**src/rtl/sba_pkg.sv**
```systemverilog
// Shared types, constants and helper functions for the slab block allocator.
// Used through scoped names by the controller, datapath, top level and checker; depends on nothing.
`default_nettype none

package sba_pkg;

    localparam int CLASS_COUNT  = 7;
    localparam int REGION_BYTES = 65536;
    localparam int REGION_LOG   = $clog2(REGION_BYTES);
    localparam int MIN_LOG      = 6;
    localparam int LINK_DEPTH   = REGION_BYTES / 32;
    localparam int LINK_W       = $clog2(LINK_DEPTH);
    localparam int CLS_IDX_W    = $clog2(CLASS_COUNT + 1);
    localparam int BATCH_MAX    = 16;
    localparam int LIMIT_MAX    = 32;
    localparam int CNT_MAX      = 63;
    localparam int ADDR_W       = 19;
    localparam int BATCH_W      = 5;
    localparam int LIMIT_W      = 6;
    localparam int CNT_W        = 6;
    localparam int CFG_IDX_W    = 2;

    typedef logic [LINK_W-1:0] t_link;
    typedef logic [2:0]        t_cls;

    localparam t_link NULL_IDX      = t_link'(LINK_DEPTH - 1);
    localparam t_cls  CLS_TOO_LARGE = 3'd7;

    typedef enum logic [2:0] {
        ST_HIT,
        ST_REFILL,
        ST_TOO_LARGE,
        ST_EXHAUSTED,
        ST_FREED,
        ST_FLUSHED,
        ST_HOST,
        ST_NULL
    } t_status;

    typedef enum logic [CFG_IDX_W-1:0] {
        CFG_BATCH_SIZE  = 2'd0,
        CFG_CACHE_LIMIT = 2'd1
    } t_cfg_idx;

    typedef struct packed {
        logic        cmd;
        logic [31:0] req_size;
        logic [31:0] free_addr;
    } t_in_item;

    typedef struct packed {
        t_status           status;
        logic [ADDR_W-1:0] block_addr;
        t_cls              size_class;
    } t_out_item;

    typedef enum logic [3:0] {
        OP_NONE,
        OP_INIT,
        OP_LATCH,
        OP_HIT_ISSUE,
        OP_HIT_DONE,
        OP_REFILL_START,
        OP_FLUSH_START,
        OP_WALK_STEP,
        OP_REFILL_END,
        OP_FLUSH_END,
        OP_PUSH,
        OP_LOAD_OUT
    } t_dp_op;

    typedef struct packed {
        t_dp_op  op;
        logic    st_wr;
        t_status st;
    } t_dp_cmd;

    typedef struct packed {
        logic init_last;
        logic is_free;
        logic too_large;
        logic null_free;
        logic foreign;
        logic cache_hit;
        logic central_empty;
        logic need_flush;
        logic walk_cont;
    } t_dp_sts;

    function automatic int blk_num(input int k);
        return REGION_BYTES >> (MIN_LOG + k);
    endfunction

    function automatic int blk_base(input int k);
        int s;
        s = 0;
        for (int j = 0; j < CLASS_COUNT; j++) begin
            if (j < k) s = s + blk_num(j);
        end
        return s;
    endfunction

    // reset contents of the next-block memory: each block links to its successor in its class, the last one to NULL_IDX
    function automatic t_link init_link(input t_link i);
        t_link r;
        r = NULL_IDX;
        for (int j = 0; j < CLASS_COUNT; j++) begin
            if (int'(i) >= blk_base(j) && int'(i) < blk_base(j) + blk_num(j) - 1)
                r = t_link'(int'(i) + 1);
        end
        return r;
    endfunction

    function automatic t_cls class_of(input logic [31:0] size);
        t_cls r;
        r = CLS_TOO_LARGE;
        for (int j = CLASS_COUNT - 1; j >= 0; j--) begin
            if (size <= (32'(2 ** MIN_LOG) << j)) r = t_cls'(j);
        end
        return r;
    endfunction

    function automatic logic [ADDR_W-1:0] addr_of(input t_cls k, input t_link idx);
        logic [31:0] a;
        a = (32'(k) << REGION_LOG)
            + ((32'(idx) - 32'(blk_base(int'(k)))) << (MIN_LOG + int'(k)));
        return a[ADDR_W-1:0];
    endfunction

endpackage

`default_nettype wire

```
**src/rtl/sba_ctrl.sv**
```systemverilog
// Controller state machine of the slab block allocator.
// Depends on sba_pkg; drives datapath commands and the item handshakes.
`default_nettype none

module sba_ctrl (
    input  wire logic             i_clk,
    input  wire logic             i_rst_n,
    input  wire logic             i_in_valid,
    output logic                  o_in_stall,
    output logic                  o_out_valid,
    input  wire logic             i_out_stall,
    input  wire sba_pkg::t_dp_sts i_sts,
    output sba_pkg::t_dp_cmd      o_cmd
);

    typedef enum logic [2:0] {
        S_INIT,
        S_IDLE,
        S_DECODE,
        S_HIT,
        S_WALK,
        S_PUSH,
        S_DONE
    } t_state;

    t_state r_state, n_state;
    logic   r_flush, n_flush;
    logic   slot_free;

    assign slot_free  = !o_out_valid || !i_out_stall;
    assign o_in_stall = (r_state != S_IDLE);

    always_comb begin
        o_cmd.op    = sba_pkg::OP_NONE;
        o_cmd.st_wr = 1'b0;
        o_cmd.st    = sba_pkg::ST_HIT;
        n_state     = r_state;
        n_flush     = r_flush;
        case (r_state)
            S_INIT: begin
                o_cmd.op = sba_pkg::OP_INIT;
                if (i_sts.init_last) n_state = S_IDLE;
            end
            S_IDLE: begin
                if (i_in_valid) begin
                    o_cmd.op = sba_pkg::OP_LATCH;
                    n_state  = S_DECODE;
                end
            end
            S_DECODE: begin
                o_cmd.st_wr = 1'b1;
                if (!i_sts.is_free) begin
                    if (i_sts.too_large) begin
                        o_cmd.st = sba_pkg::ST_TOO_LARGE;
                        n_state  = S_DONE;
                    end else if (i_sts.cache_hit) begin
                        o_cmd.st_wr = 1'b0;
                        o_cmd.op    = sba_pkg::OP_HIT_ISSUE;
                        n_state     = S_HIT;
                    end else if (i_sts.central_empty) begin
                        o_cmd.st = sba_pkg::ST_EXHAUSTED;
                        n_state  = S_DONE;
                    end else begin
                        o_cmd.st_wr = 1'b0;
                        o_cmd.op    = sba_pkg::OP_REFILL_START;
                        n_flush     = 1'b0;
                        n_state     = S_WALK;
                    end
                end else if (i_sts.null_free) begin
                    o_cmd.st = sba_pkg::ST_NULL;
                    n_state  = S_DONE;
                end else if (i_sts.too_large || i_sts.foreign) begin
                    o_cmd.st = sba_pkg::ST_HOST;
                    n_state  = S_DONE;
                end else if (i_sts.need_flush) begin
                    o_cmd.st = sba_pkg::ST_FLUSHED;
                    if (i_sts.cache_hit) begin
                        o_cmd.op = sba_pkg::OP_FLUSH_START;
                        n_flush  = 1'b1;
                        n_state  = S_WALK;
                    end else begin
                        n_state = S_PUSH;
                    end
                end else begin
                    o_cmd.st = sba_pkg::ST_FREED;
                    n_state  = S_PUSH;
                end
            end
            S_HIT: begin
                o_cmd.op    = sba_pkg::OP_HIT_DONE;
                o_cmd.st_wr = 1'b1;
                o_cmd.st    = sba_pkg::ST_HIT;
                n_state     = S_DONE;
            end
            S_WALK: begin
                if (i_sts.walk_cont) begin
                    o_cmd.op = sba_pkg::OP_WALK_STEP;
                end else if (r_flush) begin
                    o_cmd.op = sba_pkg::OP_FLUSH_END;
                    n_state  = S_PUSH;
                end else begin
                    o_cmd.op    = sba_pkg::OP_REFILL_END;
                    o_cmd.st_wr = 1'b1;
                    o_cmd.st    = sba_pkg::ST_REFILL;
                    n_state     = S_DONE;
                end
            end
            S_PUSH: begin
                o_cmd.op = sba_pkg::OP_PUSH;
                n_state  = S_DONE;
            end
            S_DONE: begin
                if (slot_free) begin
                    o_cmd.op = sba_pkg::OP_LOAD_OUT;
                    n_state  = S_IDLE;
                end
            end
            default: n_state = S_INIT;
        endcase
    end

    always_ff @(posedge i_clk) begin
        if (!i_rst_n) begin
            r_state     <= S_INIT;
            r_flush     <= 1'b0;
            o_out_valid <= 1'b0;
        end else begin
            r_state <= n_state;
            r_flush <= n_flush;
            if (r_state == S_DONE && slot_free) o_out_valid <= 1'b1;
            else if (!i_out_stall)              o_out_valid <= 1'b0;
        end
    end

endmodule

`default_nettype wire

```
**config.mk**
```make
export PLATFORM = sky130hd
export DESIGN_NAME = sba_ctrl
export DESIGN_NICKNAME = d
export VERILOG_FILES = /design/src/rtl/sba_pkg.sv /design/src/rtl/sba_ctrl.sv
export SDC_FILE = /design/constraint.sdc
export NUM_CORES = 1
export LEC_CHECK = 0
export CAP_MARGIN = 10
export CORE_MARGIN = 5
export CORE_UTILIZATION = 40
export CTS_CLUSTER_SIZE = 25
export DETAILED_ROUTE_END_ITERATION = 16
export DONT_BUFFER_PORTS = 1
export HOLD_SLACK_MARGIN = 0.08
export PLACE_DENSITY = 0.62
export SLEW_MARGIN = 25
export SYNTH_ARGS = -nofsm -noshare
export SYNTH_HDL_FRONTEND = slang
export SYNTH_SLANG_ARGS = --single-unit
```
**constraint.sdc**
```tcl
create_clock -name i_clk -period 1.3 [get_ports i_clk]
set_input_delay 0.195 -clock i_clk [delete_from_list [all_inputs] [get_ports i_clk]]
set_output_delay 0.195 -clock i_clk [all_outputs]
set_load 0.1 [all_outputs]
```
Yosys cells after proc, flatten, opt, wreduce, memory -nomap -nowiden
Cells that the tools add are included.

Register bits after elaboration: 5. Bits of input ports: 13. Output and inout port bits: 10. Logic and storage cells: 79.

Equal/unequal tests: 19. Muxes and demuxes: 48. Reductions and logical operators: 9.

Operator list (count): $mux 3 (14); $mux 4 (7); $pmux 4 s7 (1); $pmux 3 s6 (1); $mux 2 (8); $ne 2x2->1 const B (8); $mux 1 (15); $pmux 4 s3 (1); $eq 3x3->1 const B (3); $ne 2x1->1 const B (4); $reduce_and 8->1 (1); $eq 3x2->1 const B (2); $mux 5 (1); $reduce_and 4->1 (1); $eq 3x1->1 const B (1); $logic_not 3->1 (1); $ne 3x1->1 const B (1); $logic_not 1->1 (2); $logic_or 1x1->1 (2); $reduce_or 2->1 (1); $logic_and 1x1->1 (1).

Logic depth before layout (Yosys ltp)
Depth in word-level cells: 6. Mapped depth: 5. Gate-level depth less buffers: 4.

Least setup slack after synthesis
Ideal clock, no wire load.

Kind: flip-flop to output port. From: register o_out_valid. To: output port o_cmd[4] (netlist name). Arrival: 3.170 ns. Required time: 1.105 ns. Path slack: -2.065 ns. Cell stages (with the launch flop): 4. Buffers on the path: 0. Path through: dfxtp_1 > nand3_1 > o21ai_1 > a211oi_1.

RTL lines: start: declaration (line sba_ctrl.sv:10) `output logic o_out_valid,`; start signal: assignment (line sba_ctrl.sv:126) `o_out_valid <= 1'b0;`; start signal: assignment (line sba_ctrl.sv:130) `if (r_state == S_DONE && slot_free) o_out_valid <= 1'b1;`; start signal: assignment (line sba_ctrl.sv:131) `else if (!i_out_stall) o_out_valid <= 1'b0;`; end: declaration (line sba_ctrl.sv:13) `output sba_pkg::t_dp_cmd o_cmd`.

==> results_dict.tcl <==
set metrics [dict create \
    hp-start "i_rst_n" \
    path_buf_inv 1 \
    dpl_worst_slack_ns -0.0479 \
    fin_ws_ns -0.351 \
    grt_pass1_wl_um 3700 \
    crit_chain "nor2_2, nand2_2, or3_4, o21ai_4, buf_12" \
    die_w_um 47.9 \
    worst_clock_skew_ns 0.00801 \
    finalSetupViolCount 13 \
    min_path_cells 1 \
    start_util_pct 43.0 \
    insertion_delay_ns 0.26 \
    placedInstanceArea_sq_um 936 \
    critPathKind "flop to primary output" \
    io_pins 23 \
    die_h_um 47.9 \
    drive_gt1_share_pct 65.3 \
    cpMaxStageDelayCell "or3_4" \
    die-area_sq_um 2290 \
    clk_pin_slew_ns 0.05 \
    worstHoldEndpoint "r_flush$_SDFFE_PN0P_" \
    grt_max_degree 14 \
    path_max_fanout 2 \
    wl_um 3350 \
    cp-end-kind "primary output" \
    leakage_nw 0.496 \
    drt_iter0_markers 65 \
    synth.distinct_cells 32 \
    slew_headroom_pct 73.3 \
    rsz0062_at_grt "yes" \
    grt_usage_pct 23.2 \
    grt_overflow_total 0 \
    avgRoutedWirePerCell_um 25.2 \
    ctsHtreeMaxLevel 1 \
    synth_area_sq_um 573 \
    min_period_over_period_pct 127 \
    tightest_slew_ns 0.398 \
    syn_inst 82 \
    diodes 0 \
    area_growth_pct 116 \
    via_count 896 \
    grt_pass1_vias 767 \
    ys_ff_latch 5 \
    fin_nets 132 \
    final_cell_area_sq_um 1230 \
    yosysSeqAreaShare_pct 17.5 \
    ir_worst_vdd_mv 1.50 \
    via_per_inst 6.74 \
    cp_data_arrival_time_ns 1.46 \
    dp_hpwl_um 1470 \
    antenna_found_initial 0 \
    cpPeakStageDelay_ns 0.38 \
    worstReg2RegEnd "r_state[1]$_SDFFE_PN0P_" \
    r2r_slack_ns -0.27 \
    finalMaxSlewViolations 0 \
    clock_sinks 5 \
    synth_fp_nets 95 \
    final_hold_viol_count 0 \
    antenna_left 0 \
    drc 0 \
    numPortBuffers 0 \
    tritoncts "built" \
    cts.path.max_buffers 2 \
    powerDensity_nw_per_um2 2370 \
    hold_path_class "input pin to flop" \
    synth.avg_cell_area_sq_um 6.99 \
    finalWeightedCongestion 0.836 \
    cp_top_family "simple AND/OR/NAND/NOR gates" \
    maxCapViolCount 0 \
    cp_data_required_time_ns 1.11 \
    coreArea_sq_um 1330 \
    finalCriticalPeriod_ns 1.65 \
    root_buffer "clkbuf_4" \
    outcome "finished, violations left" \
    total_power_w 0.00292 \
    start_kind "flop" \
    row_count 13 \
    dr.pass1.iters 4 \
    violations "setup timing" \
    cts_buffers 3 \
    worstReg2RegStart "r_state[1]$_SDFFE_PN0P_" \
    fmax_mhz 606 \
    r2r_cells 7 \
    yosys_warnings 0 \
]
==> cells by family (layout without fill, tap and decap cells) <==
family                 after synthesis  in the layout  synth area share [%]
flip-flops                           5              5                  17.5
AO/OA/AOI/OAI                       30             30                  36.9
AND/OR/NAND/NOR                     40             40                  40.0
buffers and inverters                7             43                  5.68
==> through the flow <==
step	TNS, ns	util [%]	std cells	hold WS, ns
final	-3.40	92.6	133	0.0799
after global routing	-3.69	92.6	133	0.0716
after CTS	-1.99	80.6	125	0.0806
after detailed placement	-0.219	70.2	114	0.324
after global placement	-0.0978	70.2	114	0.322
after floorplan	-0.962	-	82	0.310
==> what timing repair did <==
action / CTS / global route
pin swaps: 9 / 7
cloned: 0 / 1
endpoints found under the hold margin: 1 / 0
endpoints found under the setup margin: 11 / 12
hold buffers: 1 / 0
setup buffers: 6 / 7
gates resized for setup: 13 / 19
==> power by group <==
part / switching, W / internal, W
Sequential: 0.0000762 / 0.000204
Clock: 0.0000820 / 0.000117
Combinational: 0.00144 / 0.00101
Total: 0.00159 / 0.00133
==> layout make-up <==
cell class,count,area (sq um)
Multi-Input combinational cell,70,652
Timing Repair Buffer,35,402
Sequential cell,5,116
Fill cell,50,98.8
Clock buffer,4,26.3
Inverter,4,20.0
Tap cell,15,18.8
==> synth_stat cells (all sizes together) <==
cell | number | area share, %
a21o | 2 | 2.6
nand2 | 11 | 7.2
a31oi | 2 | 2.2
a221o | 1 | 1.7
a211oi | 1 | 1.3
or3 | 2 | 2.2
buf | 3 | 3.1
nor4b | 2 | 6.8
nor2b | 3 | 3.3
o21ai | 9 | 7.9
inv | 4 | 2.6
nor2 | 6 | 3.9
a21oi | 4 | 3.5
o21bai | 2 | 2.6
and3 | 1 | 1.1
nand3 | 4 | 3.5
o211ai | 1 | 1.3
nand4 | 2 | 2.2
nor3 | 4 | 3.5
dfxtp | 5 | 17
a221oi | 2 | 5.2
and2b | 1 | 1.3
nand2b | 1 | 1.1
nor3b | 3 | 3.9
o21a | 2 | 2.6
a21boi | 4 | 5.9
==> state kept, by name, indices dropped and copies added (netlist names) <==
register / count
r_state: 3
r_flush: 1
o_out_valid: 1
==> how the worst max path moves through the flow <==
stage,from,to,slack [ns],depth (start not counted)
6_report,r_state[1]$_SDFFE_PN0P_,o_cmd[0],-0.35,5
5_1_grt,r_state[1]$_SDFFE_PN0P_,o_cmd[0],-0.40,5
4_1_cts,r_flush$_SDFFE_PN0P_,o_cmd[0],-0.28,5
3_5_place_dp,r_state[0]$_SDFFE_PN0P_,o_cmd[7],-0.05,3
3_3_place_gp,r_state[0]$_SDFFE_PN0P_,o_cmd[7],-0.03,3
2_1_floorplan,r_state[2]$_SDFFE_PN0P_,o_cmd[1],-0.38,3
==> routing by layer <==
| layer | GRT usage, % | wire, um | up-vias |
|---|---|---|---|
| met5 | 0 | 0 | - |
| met2 | 40.1 | 1490 | 67 |
| met3 | 4.14 | 378 | 28 |
| li1 | - | - | 375 |
| met1 | 29.1 | 1240 | 426 |
| met4 | 6.45 | 246 | 0 |
==> worst reg2reg max path: stages, from the launching register on <==
cell      delay (ns)
dfxtp_4         0.36
buf_6           0.14
buf_12          0.13
buf_8           0.12
nor4b_4         0.36
a221oi_4        0.08
o21ai_1         0.20
nor2_1          0.07
==> placed cells by master, fill, tap and decap left out, types with 3 or more instances in the layout <==
| master | n |
|---|---|
| a21oi_1 | 3 |
| buf_12 | 8 |
| buf_4 | 21 |
| buf_6 | 3 |
| clkbuf_4 | 3 |
| dfxtp_4 | 4 |
| inv_1 | 3 |
| nand2_1 | 5 |
| nand2_2 | 3 |
| nor2_2 | 3 |
| nor2b_1 | 3 |
| nor3b_1 | 3 |
| o21ai_1 | 3 |
| o21ai_2 | 3 |
Power figures use the tool's default switching activity.
